`src/hdl/cddn_pkg.sv`:
```
// Package for the civil date / day number converter.
// Holds widths, mode codes, calendar tables and the year-base arithmetic.
// Used by every design module of the block but the checker, and by the testbench; depends on nothing.
`timescale 1ns / 1ps
`default_nettype none

package cddn_pkg;

  localparam int YEAR_W = 14;
  localparam int MON_W  = 4;
  localparam int DOM_W  = 5;
  localparam int CNT_W  = 23;
  localparam int OFS_W  = 22;
  localparam int NUM_W  = 25;
  localparam int BASE_W = 24;
  localparam int YB_W   = 23;
  localparam int DOFF_W = 10;
  localparam int MST_W  = 9;
  localparam int Q_W    = 8;
  localparam int REM_W  = 9;
  localparam int MI_W   = 4;

  localparam int IN_DATA_W  = 72;
  localparam int IN_USER_W  = 2;
  localparam int OUT_DATA_W = 48;
  localparam int OUT_USER_W = 1;

  localparam int DAY_MIN   = -59;
  localparam int DAY_MAX   = 3652364;
  localparam int SAT_MIN   = -4194304;
  localparam int SAT_MAX   = 4194303;
  localparam int DAYS_YEAR = 365;

  localparam logic signed [NUM_W-1:0] NUM_DAY_MIN = NUM_W'(DAY_MIN);
  localparam logic signed [NUM_W-1:0] NUM_DAY_MAX = NUM_W'(DAY_MAX);
  localparam logic signed [NUM_W-1:0] NUM_SAT_MIN = NUM_W'(SAT_MIN);
  localparam logic signed [NUM_W-1:0] NUM_SAT_MAX = NUM_W'(SAT_MAX);
  localparam logic [BASE_W-1:0]       BASE_NEG    = BASE_W'(-DAYS_YEAR);

  localparam logic [12:0] RECIP_100  = 13'd5243;
  localparam int          SHIFT_100  = 19;
  localparam logic [21:0] RECIP_YEAR = 22'd2939805;
  localparam int          SHIFT_YEAR = 30;

  // Month index (March is zero) from which a date falls in the next civil year.
  localparam logic [MI_W-1:0] JAN_IDX = MI_W'(10);

  typedef enum logic [1:0] {
    MODE_TO_NUM  = 2'd0,
    MODE_TO_DATE = 2'd1,
    MODE_ADD     = 2'd2,
    MODE_SUB     = 2'd3
  } mode_t;

  typedef struct packed {
    logic signed [NUM_W-1:0] num;
  } num_word_t;

  function automatic logic [MON_W-1:0] march_month(input logic [MON_W-1:0] month);
    logic [4:0] shifted;
    shifted = 5'(month) + 5'd9;
    if (shifted >= 5'd24) return MON_W'(shifted - 5'd24);
    else if (shifted >= 5'd12) return MON_W'(shifted - 5'd12);
    else return MON_W'(shifted);
  endfunction

  function automatic logic [MST_W-1:0] month_start(input logic [MI_W-1:0] idx);
    logic [MST_W-1:0] start;
    case (idx)
      4'd0:    start = 9'd0;
      4'd1:    start = 9'd31;
      4'd2:    start = 9'd61;
      4'd3:    start = 9'd92;
      4'd4:    start = 9'd122;
      4'd5:    start = 9'd153;
      4'd6:    start = 9'd184;
      4'd7:    start = 9'd214;
      4'd8:    start = 9'd245;
      4'd9:    start = 9'd275;
      4'd10:   start = 9'd306;
      4'd11:   start = 9'd337;
      default: start = 9'd0;
    endcase
    return start;
  endfunction

  function automatic logic [Q_W-1:0] div100(input logic [YEAR_W-1:0] y);
    logic [26:0] prod;
    prod = 27'(y) * 27'(RECIP_100);
    return prod[SHIFT_100 +: Q_W];
  endfunction

  function automatic logic [YB_W-1:0] year_base(input logic [YEAR_W-1:0] y,
                                                input logic [Q_W-1:0]    q100);
    logic [YB_W-1:0] y_ext;
    logic [YB_W-1:0] q_ext;
    y_ext = YB_W'(y);
    q_ext = YB_W'(q100);
    return y_ext * YB_W'(DAYS_YEAR) + (y_ext >> 2) - q_ext + (q_ext >> 2);
  endfunction

  function automatic logic [MI_W-1:0] month_index(input logic [REM_W-1:0] rem);
    logic [15:0]     scaled;
    logic [MI_W-1:0] idx;
    scaled = 16'(rem) * 16'd100 + 16'd52;
    idx    = '0;
    for (int k = 1; k < 12; k++) begin
      if (scaled >= 16'(3060 * k)) idx = MI_W'(k);
    end
    return idx;
  endfunction

endpackage

`default_nettype wire

```
`src/hdl/cddn_day_calc.sv`:
```
// Three-stage pipeline that turns a date, a mode and an offset into a day number.
// Depends on cddn_pkg for widths, mode codes and the year-base arithmetic.
`timescale 1ns / 1ps
`default_nettype none

module cddn_day_calc
  import cddn_pkg::*;
(
  input  wire logic                     clk,
  input  wire logic                     rst_n,
  input  wire logic                     in_valid,
  output logic                          in_ready,
  input  wire mode_t                    mode,
  input  wire logic [YEAR_W-1:0]        year,
  input  wire logic [MON_W-1:0]         month,
  input  wire logic [DOM_W-1:0]         day,
  input  wire logic signed [CNT_W-1:0]  count_in,
  input  wire logic [OFS_W-1:0]         offset,
  output logic                          out_valid,
  input  wire logic                     out_ready,
  output num_word_t                     out_word
);

  localparam int NSTG = 3;

  logic [NSTG-1:0] vld_r, vld_nxt, adv;

  logic [MON_W-1:0]  mm;
  logic              borrow;
  logic              yneg_nxt;
  logic [YEAR_W-1:0] yy_nxt;
  logic [DOFF_W-1:0] doff_nxt;

  logic [YEAR_W-1:0] s1_yy_r;
  logic [Q_W-1:0]    s1_q100_r;
  logic              s1_yneg_r;
  logic [DOFF_W-1:0] s1_doff_r;
  mode_t             s1_mode_r;
  logic [CNT_W-1:0]  s1_cnt_r;
  logic [OFS_W-1:0]  s1_ofs_r;

  logic [BASE_W-1:0] base_nxt;
  logic [BASE_W-1:0] s2_base_r;
  logic [DOFF_W-1:0] s2_doff_r;
  mode_t             s2_mode_r;
  logic [CNT_W-1:0]  s2_cnt_r;
  logic [OFS_W-1:0]  s2_ofs_r;

  logic [NUM_W-1:0]  sum_date, ofs_ext, cnt_ext, num_nxt;
  logic [NUM_W-1:0]  s3_num_r;

  always_comb begin
    adv[NSTG-1] = !vld_r[NSTG-1] || out_ready;
    for (int k = NSTG - 2; k >= 0; k--) adv[k] = !vld_r[k] || adv[k+1];
    for (int k = 0; k < NSTG; k++) begin
      if (adv[k]) vld_nxt[k] = (k == 0) ? in_valid : vld_r[(k == 0) ? 0 : k - 1];
      else vld_nxt[k] = vld_r[k];
    end
  end

  always_ff @(posedge clk) begin
    if (!rst_n) begin
      vld_r <= '0;
    end else begin
      vld_r <= vld_nxt;
    end
  end

  assign in_ready  = adv[0];
  assign out_valid = vld_r[NSTG-1];

  always_comb begin
    mm       = march_month(month);
    borrow   = (mm >= JAN_IDX);
    yneg_nxt = borrow && (year == '0);
    yy_nxt   = yneg_nxt ? '0 : year - YEAR_W'(borrow);
    doff_nxt = DOFF_W'(month_start(mm)) + DOFF_W'(day) - DOFF_W'(1);
  end

  always_ff @(posedge clk) begin
    if (adv[0]) begin
      s1_yy_r   <= yy_nxt;
      s1_q100_r <= div100(yy_nxt);
      s1_yneg_r <= yneg_nxt;
      s1_doff_r <= doff_nxt;
      s1_mode_r <= mode;
      s1_cnt_r  <= count_in;
      s1_ofs_r  <= offset;
    end
  end

  assign base_nxt = s1_yneg_r ? BASE_NEG : BASE_W'(year_base(s1_yy_r, s1_q100_r));

  always_ff @(posedge clk) begin
    if (adv[1]) begin
      s2_base_r <= base_nxt;
      s2_doff_r <= s1_doff_r;
      s2_mode_r <= s1_mode_r;
      s2_cnt_r  <= s1_cnt_r;
      s2_ofs_r  <= s1_ofs_r;
    end
  end

  always_comb begin
    sum_date = {{(NUM_W-BASE_W){s2_base_r[BASE_W-1]}}, s2_base_r}
             + {{(NUM_W-DOFF_W){s2_doff_r[DOFF_W-1]}}, s2_doff_r};
    ofs_ext  = {{(NUM_W-OFS_W){1'b0}}, s2_ofs_r};
    cnt_ext  = {{(NUM_W-CNT_W){s2_cnt_r[CNT_W-1]}}, s2_cnt_r};
    case (s2_mode_r)
      MODE_TO_DATE: num_nxt = cnt_ext;
      MODE_ADD:     num_nxt = sum_date + ofs_ext;
      MODE_SUB:     num_nxt = sum_date - ofs_ext;
      default:      num_nxt = sum_date;
    endcase
  end

  always_ff @(posedge clk) begin
    if (adv[2]) begin
      s3_num_r <= num_nxt;
    end
  end

  assign out_word.num = $signed(s3_num_r);

endmodule

`default_nettype wire

```
`src/hdl/cddn_date_calc.sv`:
```
// Seven-stage pipeline that turns a day number into a date, with range check
// and saturation of the day number. Depends on cddn_pkg.
`timescale 1ns / 1ps
`default_nettype none

module cddn_date_calc
  import cddn_pkg::*;
(
  input  wire logic                clk,
  input  wire logic                rst_n,
  input  wire logic                in_valid,
  output logic                     in_ready,
  input  wire num_word_t           in_word,
  output logic                     out_valid,
  input  wire logic                out_ready,
  output logic [CNT_W-1:0]         count_out,
  output logic [YEAR_W-1:0]        year_out,
  output logic [MON_W-1:0]         month_out,
  output logic [DOM_W-1:0]         day_out,
  output logic                     oor_out
);

  localparam int NSTG = 7;

  logic [NSTG-1:0] vld_r, vld_nxt, adv;

  logic signed [NUM_W-1:0] num;
  logic                    oor_nxt, nneg_nxt;
  logic [CNT_W-1:0]        sat_nxt, nc_nxt;
  logic [OFS_W-1:0]        nu_nxt;

  logic                    d1_oor_r, d1_nneg_r;
  logic [CNT_W-1:0]        d1_sat_r, d1_nc_r;
  logic [OFS_W-1:0]        d1_nu_r;

  logic [43:0]             prod;
  logic                    d2_oor_r, d2_nneg_r;
  logic [CNT_W-1:0]        d2_sat_r, d2_nc_r;
  logic [YEAR_W-1:0]       d2_ye_r;

  logic [YEAR_W-1:0]       ylo_nxt, yhi_nxt;
  logic                    d3_oor_r, d3_nneg_r;
  logic [CNT_W-1:0]        d3_sat_r, d3_nc_r;
  logic [YEAR_W-1:0]       d3_ylo_r, d3_ymid_r, d3_yhi_r;
  logic [Q_W-1:0]          d3_qlo_r, d3_qmid_r, d3_qhi_r;

  logic                    d4_oor_r, d4_nneg_r;
  logic [CNT_W-1:0]        d4_sat_r, d4_nc_r;
  logic [YEAR_W-1:0]       d4_ylo_r, d4_ymid_r, d4_yhi_r;
  logic [YB_W-1:0]         d4_yblo_r, d4_ybmid_r, d4_ybhi_r;

  logic [YB_W-1:0]         ncu, dlo, dmid, dhi;
  logic [REM_W-1:0]        rem_nxt;
  logic [YEAR_W-1:0]       y_nxt;
  logic                    d5_oor_r, d5_nneg_r;
  logic [CNT_W-1:0]        d5_sat_r;
  logic [YEAR_W-1:0]       d5_y_r;
  logic [REM_W-1:0]        d5_rem_r;

  logic                    d6_oor_r, d6_nneg_r;
  logic [CNT_W-1:0]        d6_sat_r;
  logic [YEAR_W-1:0]       d6_y_r;
  logic [REM_W-1:0]        d6_rem_r;
  logic [MI_W-1:0]         d6_mi_r;

  logic                    carry;
  logic [REM_W-1:0]        dd_full;
  logic [YEAR_W-1:0]       year_nxt;
  logic [MON_W-1:0]        mon_nxt;
  logic [DOM_W-1:0]        dd_nxt;
  logic [CNT_W-1:0]        cnt_r;
  logic [YEAR_W-1:0]       year_r;
  logic [MON_W-1:0]        mon_r;
  logic [DOM_W-1:0]        dd_r;
  logic                    oor_r;

  always_comb begin
    adv[NSTG-1] = !vld_r[NSTG-1] || out_ready;
    for (int k = NSTG - 2; k >= 0; k--) adv[k] = !vld_r[k] || adv[k+1];
    for (int k = 0; k < NSTG; k++) begin
      if (adv[k]) vld_nxt[k] = (k == 0) ? in_valid : vld_r[(k == 0) ? 0 : k - 1];
      else vld_nxt[k] = vld_r[k];
    end
  end

  always_ff @(posedge clk) begin
    if (!rst_n) begin
      vld_r <= '0;
    end else begin
      vld_r <= vld_nxt;
    end
  end

  assign in_ready  = adv[0];
  assign out_valid = vld_r[NSTG-1];

  always_comb begin
    num      = in_word.num;
    oor_nxt  = (num < NUM_DAY_MIN) || (num > NUM_DAY_MAX);
    if (num < NUM_SAT_MIN) sat_nxt = NUM_SAT_MIN[CNT_W-1:0];
    else if (num > NUM_SAT_MAX) sat_nxt = NUM_SAT_MAX[CNT_W-1:0];
    else sat_nxt = num[CNT_W-1:0];
    nc_nxt   = oor_nxt ? '0 : num[CNT_W-1:0];
    nneg_nxt = !oor_nxt && num[NUM_W-1];
    nu_nxt   = (oor_nxt || num[NUM_W-1]) ? '0 : num[OFS_W-1:0];
  end

  always_ff @(posedge clk) begin
    if (adv[0]) begin
      d1_oor_r  <= oor_nxt;
      d1_nneg_r <= nneg_nxt;
      d1_sat_r  <= sat_nxt;
      d1_nc_r   <= nc_nxt;
      d1_nu_r   <= nu_nxt;
    end
  end

  assign prod = 44'(d1_nu_r) * 44'(RECIP_YEAR);

  always_ff @(posedge clk) begin
    if (adv[1]) begin
      d2_oor_r  <= d1_oor_r;
      d2_nneg_r <= d1_nneg_r;
      d2_sat_r  <= d1_sat_r;
      d2_nc_r   <= d1_nc_r;
      d2_ye_r   <= prod[SHIFT_YEAR +: YEAR_W];
    end
  end

  assign ylo_nxt = (d2_ye_r == '0) ? '0 : d2_ye_r - YEAR_W'(1);
  assign yhi_nxt = d2_ye_r + YEAR_W'(1);

  always_ff @(posedge clk) begin
    if (adv[2]) begin
      d3_oor_r  <= d2_oor_r;
      d3_nneg_r <= d2_nneg_r;
      d3_sat_r  <= d2_sat_r;
      d3_nc_r   <= d2_nc_r;
      d3_ylo_r  <= ylo_nxt;
      d3_ymid_r <= d2_ye_r;
      d3_yhi_r  <= yhi_nxt;
      d3_qlo_r  <= div100(ylo_nxt);
      d3_qmid_r <= div100(d2_ye_r);
      d3_qhi_r  <= div100(yhi_nxt);
    end
  end

  always_ff @(posedge clk) begin
    if (adv[3]) begin
      d4_oor_r   <= d3_oor_r;
      d4_nneg_r  <= d3_nneg_r;
      d4_sat_r   <= d3_sat_r;
      d4_nc_r    <= d3_nc_r;
      d4_ylo_r   <= d3_ylo_r;
      d4_ymid_r  <= d3_ymid_r;
      d4_yhi_r   <= d3_yhi_r;
      d4_yblo_r  <= year_base(d3_ylo_r, d3_qlo_r);
      d4_ybmid_r <= year_base(d3_ymid_r, d3_qmid_r);
      d4_ybhi_r  <= year_base(d3_yhi_r, d3_qhi_r);
    end
  end

  always_comb begin
    ncu  = {1'b0, d4_nc_r[OFS_W-1:0]};
    dlo  = ncu - d4_yblo_r;
    dmid = ncu - d4_ybmid_r;
    dhi  = ncu - d4_ybhi_r;
    if (d4_nneg_r) begin
      y_nxt   = '0;
      rem_nxt = d4_nc_r[REM_W-1:0] + REM_W'(DAYS_YEAR);
    end else if (ncu < d4_ybmid_r) begin
      y_nxt   = d4_ylo_r;
      rem_nxt = dlo[REM_W-1:0];
    end else if (ncu >= d4_ybhi_r) begin
      y_nxt   = d4_yhi_r;
      rem_nxt = dhi[REM_W-1:0];
    end else begin
      y_nxt   = d4_ymid_r;
      rem_nxt = dmid[REM_W-1:0];
    end
  end

  always_ff @(posedge clk) begin
    if (adv[4]) begin
      d5_oor_r  <= d4_oor_r;
      d5_nneg_r <= d4_nneg_r;
      d5_sat_r  <= d4_sat_r;
      d5_y_r    <= y_nxt;
      d5_rem_r  <= rem_nxt;
    end
  end

  always_ff @(posedge clk) begin
    if (adv[5]) begin
      d6_oor_r  <= d5_oor_r;
      d6_nneg_r <= d5_nneg_r;
      d6_sat_r  <= d5_sat_r;
      d6_y_r    <= d5_y_r;
      d6_rem_r  <= d5_rem_r;
      d6_mi_r   <= month_index(d5_rem_r);
    end
  end

  always_comb begin
    carry   = (d6_mi_r >= JAN_IDX);
    dd_full = d6_rem_r - month_start(d6_mi_r) + REM_W'(1);
    if (d6_oor_r) begin
      year_nxt = '0;
      mon_nxt  = '0;
      dd_nxt   = '0;
    end else begin
      year_nxt = d6_nneg_r ? '0 : d6_y_r + YEAR_W'(carry);
      mon_nxt  = carry ? MON_W'(d6_mi_r - MI_W'(9)) : MON_W'(d6_mi_r + MI_W'(3));
      dd_nxt   = dd_full[DOM_W-1:0];
    end
  end

  always_ff @(posedge clk) begin
    if (adv[6]) begin
      cnt_r  <= d6_sat_r;
      year_r <= year_nxt;
      mon_r  <= mon_nxt;
      dd_r   <= dd_nxt;
      oor_r  <= d6_oor_r;
    end
  end

  assign count_out = cnt_r;
  assign year_out  = year_r;
  assign month_out = mon_r;
  assign day_out   = dd_r;
  assign oor_out   = oor_r;

endmodule

`default_nettype wire

```
`src/hdl/civil_date_day_number_converter.sv`:
```
// Top level of the civil date / day number converter; instantiates the day
// number pipeline and the date pipeline, and depends on cddn_pkg.
// An accepted input word passes through the day number pipeline and then the date pipeline.
// Throughput is one word per clock cycle while the output is not stalled; each stage holds its word on a stall.
// Synchronous active-low reset clears all valid bits; data registers keep their values.
`timescale 1ns / 1ps
`default_nettype none

module civil_date_day_number_converter
  import cddn_pkg::*;
(
  input  wire logic                  clk,
  input  wire logic                  rst_n,
  input  wire logic                  in_tvalid,
  output logic                       in_tready,
  // year, month, day, day_count_in, offset_days, zero padding
  input  wire logic [IN_DATA_W-1:0]  in_tdata,
  // mode
  input  wire logic [IN_USER_W-1:0]  in_tuser,
  output logic                       out_tvalid,
  input  wire logic                  out_tready,
  // day_count_out, year_out, month_out, day_out, zero padding
  output logic [OUT_DATA_W-1:0]      out_tdata,
  // out_of_range
  output logic [OUT_USER_W-1:0]      out_tuser
);

  logic              num_valid, num_ready;
  num_word_t         num_word;
  logic [CNT_W-1:0]  count_out;
  logic [YEAR_W-1:0] year_out;
  logic [MON_W-1:0]  month_out;
  logic [DOM_W-1:0]  day_out;
  logic              oor_out;

  cddn_day_calc u_day (
    .clk       (clk),
    .rst_n     (rst_n),
    .in_valid  (in_tvalid),
    .in_ready  (in_tready),
    .mode      (mode_t'(in_tuser[1:0])),
    .year      (in_tdata[13:0]),
    .month     (in_tdata[17:14]),
    .day       (in_tdata[22:18]),
    .count_in  ($signed(in_tdata[45:23])),
    .offset    (in_tdata[67:46]),
    .out_valid (num_valid),
    .out_ready (num_ready),
    .out_word  (num_word)
  );

  cddn_date_calc u_date (
    .clk       (clk),
    .rst_n     (rst_n),
    .in_valid  (num_valid),
    .in_ready  (num_ready),
    .in_word   (num_word),
    .out_valid (out_tvalid),
    .out_ready (out_tready),
    .count_out (count_out),
    .year_out  (year_out),
    .month_out (month_out),
    .day_out   (day_out),
    .oor_out   (oor_out)
  );

  assign out_tdata = {2'b00, day_out, month_out, year_out, count_out};
  assign out_tuser = oor_out;

endmodule

`default_nettype wire

```
`config.mk`:
```
export PLATFORM = sky130hd
export DESIGN_NAME = civil_date_day_number_converter
export DESIGN_NICKNAME = d
export VERILOG_FILES = /design/src/hdl/cddn_pkg.sv /design/src/hdl/cddn_day_calc.sv /design/src/hdl/cddn_date_calc.sv /design/src/hdl/civil_date_day_number_converter.sv
export SDC_FILE = /design/constraint.sdc
export NUM_CORES = 2
export LEC_CHECK = 0
export ABC_AREA = 1
export BUFFER_PORTS_ARGS = -buffer_cell sky130_fd_sc_hd__buf_2
export CORE_MARGIN = 5
export CORE_UTILIZATION = 32
export CTS_BUF_LIST = sky130_fd_sc_hd__clkbuf_16
export CTS_CLUSTER_SIZE = 8
export DETAILED_ROUTE_END_ITERATION = 8
export SYNTH_ARGS = -nofsm -noshare
export SYNTH_HDL_FRONTEND = slang
export SYNTH_HIERARCHICAL = 1
export SYNTH_SLANG_ARGS = --single-unit
```
`constraint.sdc`:
```
create_clock -name clk -period 21.2 [get_ports clk]
set_input_delay 4.24 -clock clk [delete_from_list [all_inputs] [get_ports clk]]
set_output_delay 4.24 -clock clk [all_outputs]
set_load 0.005 [all_outputs]
```
* After elaboration in Yosys (flattened, before gate mapping)
Memories as Yosys holds them, arrays and structs flattened.
Index checks and enable logic that the tools add are counted.
** Word-level totals
- Bits in registers :: 726
- ROM bits :: 288
- Input port bits :: 78
- Logic and storage cells :: 194
- Memories kept :: 2
** Memory list
- (name not given) :: depth 16, bits a word 9, read ports 1, clocked after Yosys merged registers in 0, write ports 0, line cddn_pkg.sv:69 : case (idx)
- (name not given) :: depth 16, bits a word 9, read ports 1, clocked after Yosys merged registers in 0, write ports 0, line cddn_pkg.sv:69
** Cells by class
- Add/subtract/negate cells :: 33
- Multipliers :: 10
- Order comparisons :: 21
- Equal/unequal tests :: 3
- Muxes and demuxes :: 23
- Reduce and logical (&&, ||, !) cells :: 30
** Operator list (count)
- 14-bit by 13-bit multiplier with 27-bit output, second input constant :: 4
- 16-bit by 15-bit greater-or-equal comparator with 1-bit output, second input constant :: 5
- 25-bit one-hot mux with 3 select lines :: 1
- 23-bit by 12-bit adder with 23-bit output :: 3
- 23-bit by 6-bit adder with 23-bit output :: 3
- 14-bit by 9-bit multiplier with 23-bit output, second input constant :: 3
- 23-bit by 8-bit subtractor with 23-bit output :: 3
- 14-bit 2-to-1 mux :: 4
- 25-bit by 23-bit > comparator with 1-bit output, second input constant :: 2
- 16-bit by 14-bit greater-or-equal comparator with 1-bit output, second input constant :: 3
- 22-bit by 22-bit multiplier with 44-bit output, second input constant :: 1
- 14-bit logical NOT :: 2
- 9-bit 2-to-1 mux :: 3
- 9-bit subtractor :: 3
- 24-bit by 10-bit adder with 25-bit output :: 1
- 25-bit by 22-bit adder with 25-bit output :: 1
- 25-bit by 23-bit less-than comparator with 1-bit output, second input constant :: 1
- 25-bit by 7-bit less-than comparator with 1-bit output, second input constant :: 1
- 25-bit by 22-bit subtractor with 25-bit output :: 1
- 24-bit 2-to-1 mux :: 1
- 22-bit by 23-bit greater-or-equal comparator with 1-bit output :: 1
- 22-bit by 23-bit less-than comparator with 1-bit output :: 1
- 23-bit 2-to-1 mux :: 1
- 16-bit by 6-bit adder with 16-bit output, second input constant :: 1
- 34 further kinds :: 70

* Logic depth before layout (Yosys ltp)
- Depth after elaboration :: 13
- Mapped depth :: 37

* Hierarchy
The synthesis kept the hierarchy.
** Modules (own cells, without submodules)
- cddn_date_calc :: instances 1, cells each 4659, area each 50578.5 µm², sequential area each 16055.4 µm²
- cddn_day_calc :: instances 1, cells each 2050, area each 18507.8 µm², sequential area each 5645.4 µm²
- civil_date_day_number_converter :: instances 1, cells each 3, area each 18.8 µm², sequential area each 0.0 µm²

* Worst setup path after synthesis
No wires, ideal clock.
- Path kind :: in2out
- Start :: in out_tready
- End :: out in_tready
- Arrival :: 17289 ps
- Data required time :: 16960 ps
- Slack :: -329 ps
- Stages :: 16
- Cells stage by stage :: nor2_1 inv_1 nor2_1 inv_1 nor2_1 inv_1 nor2_1 inv_1 nor2_1 inv_1 nor2_1 nand2_1 inv_1 nand2_1 nor2_1 nand2_1
** Between the ends
- Cells in the longest elaborated chain, start to end :: 10
** Ends and longest elaborated chain
- from (decl) :: line civil_date_day_number_converter.sv:21 : input wire logic out_tready,
- 1-bit logical OR :: line cddn_date_calc.sv:78 : adv[NSTG-1] = !vld_r[NSTG-1] || out_ready;
- via u_date.adv[6] :: line cddn_date_calc.sv:25 : logic [NSTG-1:0] vld_r, vld_nxt, adv;
- 1-bit logical OR :: line cddn_date_calc.sv:79 : for (int k = NSTG - 2; k >= 0; k--) adv[k] = !vld_r[k] || adv[k+1];
- via u_date.adv[5] :: line cddn_date_calc.sv:25
- 1-bit logical OR :: line cddn_date_calc.sv:79
- via u_date.adv[4] :: line cddn_date_calc.sv:25
- 1-bit logical OR :: line cddn_date_calc.sv:79
- via u_date.adv[3] :: line cddn_date_calc.sv:25
- 1-bit logical OR :: line cddn_date_calc.sv:79
- via u_date.adv[2] :: line cddn_date_calc.sv:25
- 1-bit logical OR (2 in a row) :: line cddn_date_calc.sv:79
- via num_ready :: line civil_date_day_number_converter.sv:28 : logic num_valid, num_ready;
- 1-bit logical OR :: line cddn_day_calc.sv:53 : adv[NSTG-1] = !vld_r[NSTG-1] || out_ready;
- via u_day.adv[2] :: line cddn_day_calc.sv:26 : logic [NSTG-1:0] vld_r, vld_nxt, adv;
- 1-bit logical OR (2 in a row) :: line cddn_day_calc.sv:54 : for (int k = NSTG - 2; k >= 0; k--) adv[k] = !vld_r[k] || adv[k+1];
- to (decl) :: line civil_date_day_number_converter.sv:15 : output logic in_tready,
The timed path passes the listed nets, and every way through them passes these cells.

* Final worst setup path
Ends and elaborated chain as after synthesis.

==> key figures <==
Outcome
  • Run status: completed

Detailed routing
  • Number of design-rule violations left by the first detailed-router iteration: 2594
  • Total Wirelength: 155100 um
  • Wl on met1: roughly 71000 um
  • Vias/cell: about 4.6
  • DR top layer: met4
  • Average wire per cell in the routed design: ~16 um
  • Number of iterations in the first detailed-routing pass: 5
  • Met3 wire len: about 7200 um
  • Met2 wire length: around 74000 um
  • Remaining antenna violation count after routing: 0
  • Total via count in the routed design: about 45k
  • Number of design rule violations left after detail routing: 0

Floorplanning
  • Chip Height: roughly 470 um
  • Count of pins on the block boundary: ~130
  • Number of rows in the core area: 170
  • Core Area: roughly 210000 um^2
  • Total Die Area: about 230000 um^2
  • Effective utilization at floorplan: 32.17%
  • Die Span X: 474.7 um

Critical path
  • Critical path startpoint category: primary input
  • Cell depth of the worst flop-to-flop path: 20
  • CP Data Arrival Time: between 10 and 15 ns
  • Endpoint of the most critical register-to-register path: u_day/s1_yy_r[0]
  • R2R Path Start: u_date/vld_r[6]
  • Required time of the critical path: 16.96 ns
  • R2r setup slk: 13.97 ns
  • Worst-path fanout max: 71
  • Worst setup path category: in -> out
  • Category of the worst setup path capture point: output pin

Placed design
  • Final HPWL from detailed placement: between 100000 and 150000 um
  • Placed Instance Area: roughly 73000 um^2
  • Routability congestion estimate from global placement: roughly 0.9
  • IO Port Bufs: between 100 and 150

Cells and area
  • Nets: about 8.8k
  • Filler Cells Inserted: 21.35k
  • Number of antenna diodes: 0
  • Growth of design area from synthesis to finish: 10.33%
  • Non-Filler Cell Area, Final: around 76000 um^2
  • Fraction of final layout cells sized beyond drive strength 1: under 10%

Synth
  • Biggest area consumer among synthesized cells: sky130_fd_sc_hd__edfxtp_1
  • Area share of the largest cell type after synthesis: a little over 30%
  • Largest cells by area after synthesis: sky130_fd_sc_hd__edfxtp_1 (31%), sky130_fd_sc_hd__fa_1 (22%), sky130_fd_sc_hd__ha_1 (20%)
  • FF+latch count, synth: 726
  • Main flop type after synthesis: sky130_fd_sc_hd__edfxtp_1
  • Share of synthesized registers carrying an async set or reset: 0%
  • Count of flip-flops with a built-in enable after synthesis: slightly above 700
  • Cell variety after synth: 63
  • Post-Syn Area: 69110 um^2
  • Count of warnings emitted by yosys: 6
  • Mean Syn Cell Area: 10.30 um^2
  • Sequential-to-total area share from yosys stat: between 30% and 40%
  • Number of cells produced by synthesis: approximately 6.7k

Timing
  • Final min period: ~14 ns
  • Worst slew slack as a fraction of its limit: 27.43%
  • Count of pins over their slew limit: 0
  • Transition time at the pin with the least slew margin: around 1.1 ns
  • Number of endpoints failing setup at the final stage: 0
  • RSZ-0062 raised after global routing: false
  • Setup clock skew after layout: 0.06096 ns
  • Count of final hold-check violations: 0
  • Maximum clock frequency: 0.06919 GHz
  • Final critical-path share of the clock period: ~68%
  • Post-Route Setup TNS: 0 ns

Global routing
  • Via count of the first global-routing pass: around 48k
  • First-pass GRT wire length: around 250000 um
  • Total routing usage reported by global routing: approximately 14%
  • Global-route congestion overflow total: 0
  • Maximum number of pins on one net before global-route repair: 83
  • Initial antenna violation count: 1

Flow run
  • Number of max-cap violations: 0

Clock network
  • Clock-pin transition on the worst setup and hold timing paths: roughly 0.050 ns
  • Number of CTS-inserted buffers: between 100 and 150
  • Quantity of gates resized following cts: 0
  • Clk_lat worst skew: ~0.73 ns
  • Number of buffers inserted to repair setup after CTS: 0
  • Root Driver: sky130_fd_sc_hd__clkbuf_16
  • Number of buffers on the longest clock path: 3
  • Number of H-tree branching levels: 3
  • CTS tree: built
  • Hold_buf cts: 0
  • CTS sink count: around 730

Worst hold path
  • Worst hold start: u_date/d2_nc_r[13]
  • Class of the tightest hold or removal check: reg -> reg
  • End point of the worst hold path: u_date/d3_nc_r[13]
  • Hold Path Cell Cnt: 0
[kinds of logic after synthesis]
| kind of cell | Yosys count | synth area share (%) |
|---|---|---|
| muxes | 1 | 0.01449 |
| AOI/OAI and AO/OA | 717 | 5.852 |
| other | 1 | 0.005427 |
| xor gates and xnor gates | 207 | 2.645 |
| DFF | 726 | 31.40 |
| adders and majority gates | 1825 | 41.11 |
| buffers and inverters | 1739 | 9.506 |
| and+or+nand+nor | 1496 | 9.460 |
[final cells by class]
| type | instances | area [um^2] | area share, % |
|---|---|---|---|
| Clock inverter | 51 | 360.3 | 0.4726 |
| Multi-Input combinational cell | 4248 | 40850 | 53.58 |
| Clock buffer | 102 | 2552 | 3.348 |
| Timing Repair Buffer | 151 | 828.3 | 1.086 |
| Inverter | 1702 | 6404 | 8.399 |
| Sequential cell | 726 | 21700 | 28.46 |
| Tap cell | 2838 | 3551 | 4.657 |
[layout by cell type, fill, tap and decap left out, types with 29 or more instances in the layout]
master                         n
sky130_fd_sc_hd__inv_1      1714
sky130_fd_sc_hd__ha_1       1082
sky130_fd_sc_hd__fa_1        743
sky130_fd_sc_hd__edfxtp_1    716
sky130_fd_sc_hd__nand2_1     681
sky130_fd_sc_hd__nor2_1      361
sky130_fd_sc_hd__a21oi_1     355
sky130_fd_sc_hd__nand3_1     208
sky130_fd_sc_hd__o21ai_0     185
sky130_fd_sc_hd__xor2_1      132
sky130_fd_sc_hd__buf_2       122
sky130_fd_sc_hd__clkbuf_16   102
sky130_fd_sc_hd__nor3_1       73
sky130_fd_sc_hd__xnor2_1      73
sky130_fd_sc_hd__nand4_1      67
sky130_fd_sc_hd__buf_4        29
[critical path, cell delays in order]
cell                         delay [ns]
sky130_fd_sc_hd__buf_2             0.08
sky130_fd_sc_hd__nor2_1            0.04
sky130_fd_sc_hd__inv_2             0.03
sky130_fd_sc_hd__buf_4             0.45
sky130_fd_sc_hd__nor2_1            0.10
sky130_fd_sc_hd__inv_2             0.70
sky130_fd_sc_hd__nor2_1            0.11
sky130_fd_sc_hd__inv_2             0.75
sky130_fd_sc_hd__nor2_1            0.16
sky130_fd_sc_hd__clkinvlp_4        0.12
sky130_fd_sc_hd__nor2_1            0.06
sky130_fd_sc_hd__inv_4             0.54
sky130_fd_sc_hd__nor2_1            0.21
sky130_fd_sc_hd__nand2_2           0.10
sky130_fd_sc_hd__buf_4             0.69
sky130_fd_sc_hd__inv_1             0.09
sky130_fd_sc_hd__nand2_1           0.81
sky130_fd_sc_hd__nor2_1            0.27
sky130_fd_sc_hd__nand2_4           0.35
sky130_fd_sc_hd__buf_2             0.21
[metrics by stage]
stage | hold slack [ns] | worst slack, ns | std cells | utilization [%]
finish | 0.3793 | 6.747 | 9818 | 35.49
global route | 0.3930 | 6.080 | 9818 | 35.49
CTS | 0.3789 | 6.566 | 9818 | 35.49
detailed placement | 0.4045 | 6.583 | 9665 | 34.14
global placement | 0.4037 | 6.679 | 9665 | 34.14
floorplan | 0.4003 | 0.9363 | 6713 | -
[cell usage after synthesis (2+ instances only)]
library cell / count
sky130_fd_sc_hd__xnor2_1: 73
sky130_fd_sc_hd__a311oi_1: 13
sky130_fd_sc_hd__clkinv_1: 3
sky130_fd_sc_hd__clkbuf_1: 26
sky130_fd_sc_hd__o211ai_1: 20
sky130_fd_sc_hd__nor2_1: 361
sky130_fd_sc_hd__nand3b_1: 11
sky130_fd_sc_hd__o221ai_1: 5
sky130_fd_sc_hd__a21o_1: 23
sky130_fd_sc_hd__o2111ai_1: 3
sky130_fd_sc_hd__a21oi_2: 2
sky130_fd_sc_hd__nor3b_1: 3
sky130_fd_sc_hd__nor4_1: 17
sky130_fd_sc_hd__o31ai_1: 10
sky130_fd_sc_hd__a31oi_1: 24
sky130_fd_sc_hd__nor2_2: 8
sky130_fd_sc_hd__o41ai_1: 2
sky130_fd_sc_hd__o21a_1: 13
sky130_fd_sc_hd__o21ai_1: 4
sky130_fd_sc_hd__buf_2: 2
sky130_fd_sc_hd__xor2_1: 132
sky130_fd_sc_hd__nand3_1: 208
sky130_fd_sc_hd__nor3_1: 73
sky130_fd_sc_hd__a21oi_1: 355
sky130_fd_sc_hd__o21ai_0: 185
sky130_fd_sc_hd__fa_1: 743
sky130_fd_sc_hd__nor2_4: 11
sky130_fd_sc_hd__dfxtp_1: 10
sky130_fd_sc_hd__ha_1: 1082
sky130_fd_sc_hd__buf_4: 4
sky130_fd_sc_hd__inv_2: 14
sky130_fd_sc_hd__nand3_2: 5
sky130_fd_sc_hd__nand2_4: 8
sky130_fd_sc_hd__inv_1: 1683
sky130_fd_sc_hd__nand2_2: 14
sky130_fd_sc_hd__and2_1: 8
sky130_fd_sc_hd__o21bai_1: 24
sky130_fd_sc_hd__a211oi_1: 13
sky130_fd_sc_hd__or2_2: 17
sky130_fd_sc_hd__nand2_1: 683
sky130_fd_sc_hd__edfxtp_1: 716
sky130_fd_sc_hd__buf_1: 4
sky130_fd_sc_hd__a221oi_1: 3
sky130_fd_sc_hd__a21boi_0: 9
sky130_fd_sc_hd__nand4_1: 67
[state kept, by name, indices dropped and copies added, names as in the netlist, 23 cells and up]
| register | flops |
|---|---|
| u_date/d3_sat_r | 23 |
| u_date/d5_sat_r | 23 |
| u_date/d4_ybhi_r | 23 |
| u_date/d2_sat_r | 23 |
| u_date/d1_sat_r | 23 |
| u_day/s1_cnt_r | 23 |
| u_day/s2_cnt_r | 23 |
| u_day/out_word | 25 |
| u_day/s2_base_r | 24 |
| u_date/d4_sat_r | 23 |
| u_date/d6_sat_r | 23 |
| u_date/d4_ybmid_r | 23 |
| u_date/count_out | 23 |
[worst max path at each step]
stage                          start  slack (ns)        end
after floorplan           out_tready        0.94  in_tready
after global placement    out_tready        6.68  in_tready
after detailed placement  out_tready        6.58  in_tready
after CTS                 out_tready        6.57  in_tready
after global routing      out_tready        6.08  in_tready
final                     out_tready        6.75  in_tready
[routing by layer]
layer  vias up  global-route usage, %
met3       166                  2.063
met4         0                  2.968
li1      22040                      -
met2       871                  23.68
met1     21970                  19.18
met5         -                      0
Power is not shown: default switching activity piles up to over one toggle a cycle in this logic, so the estimate is an artifact.
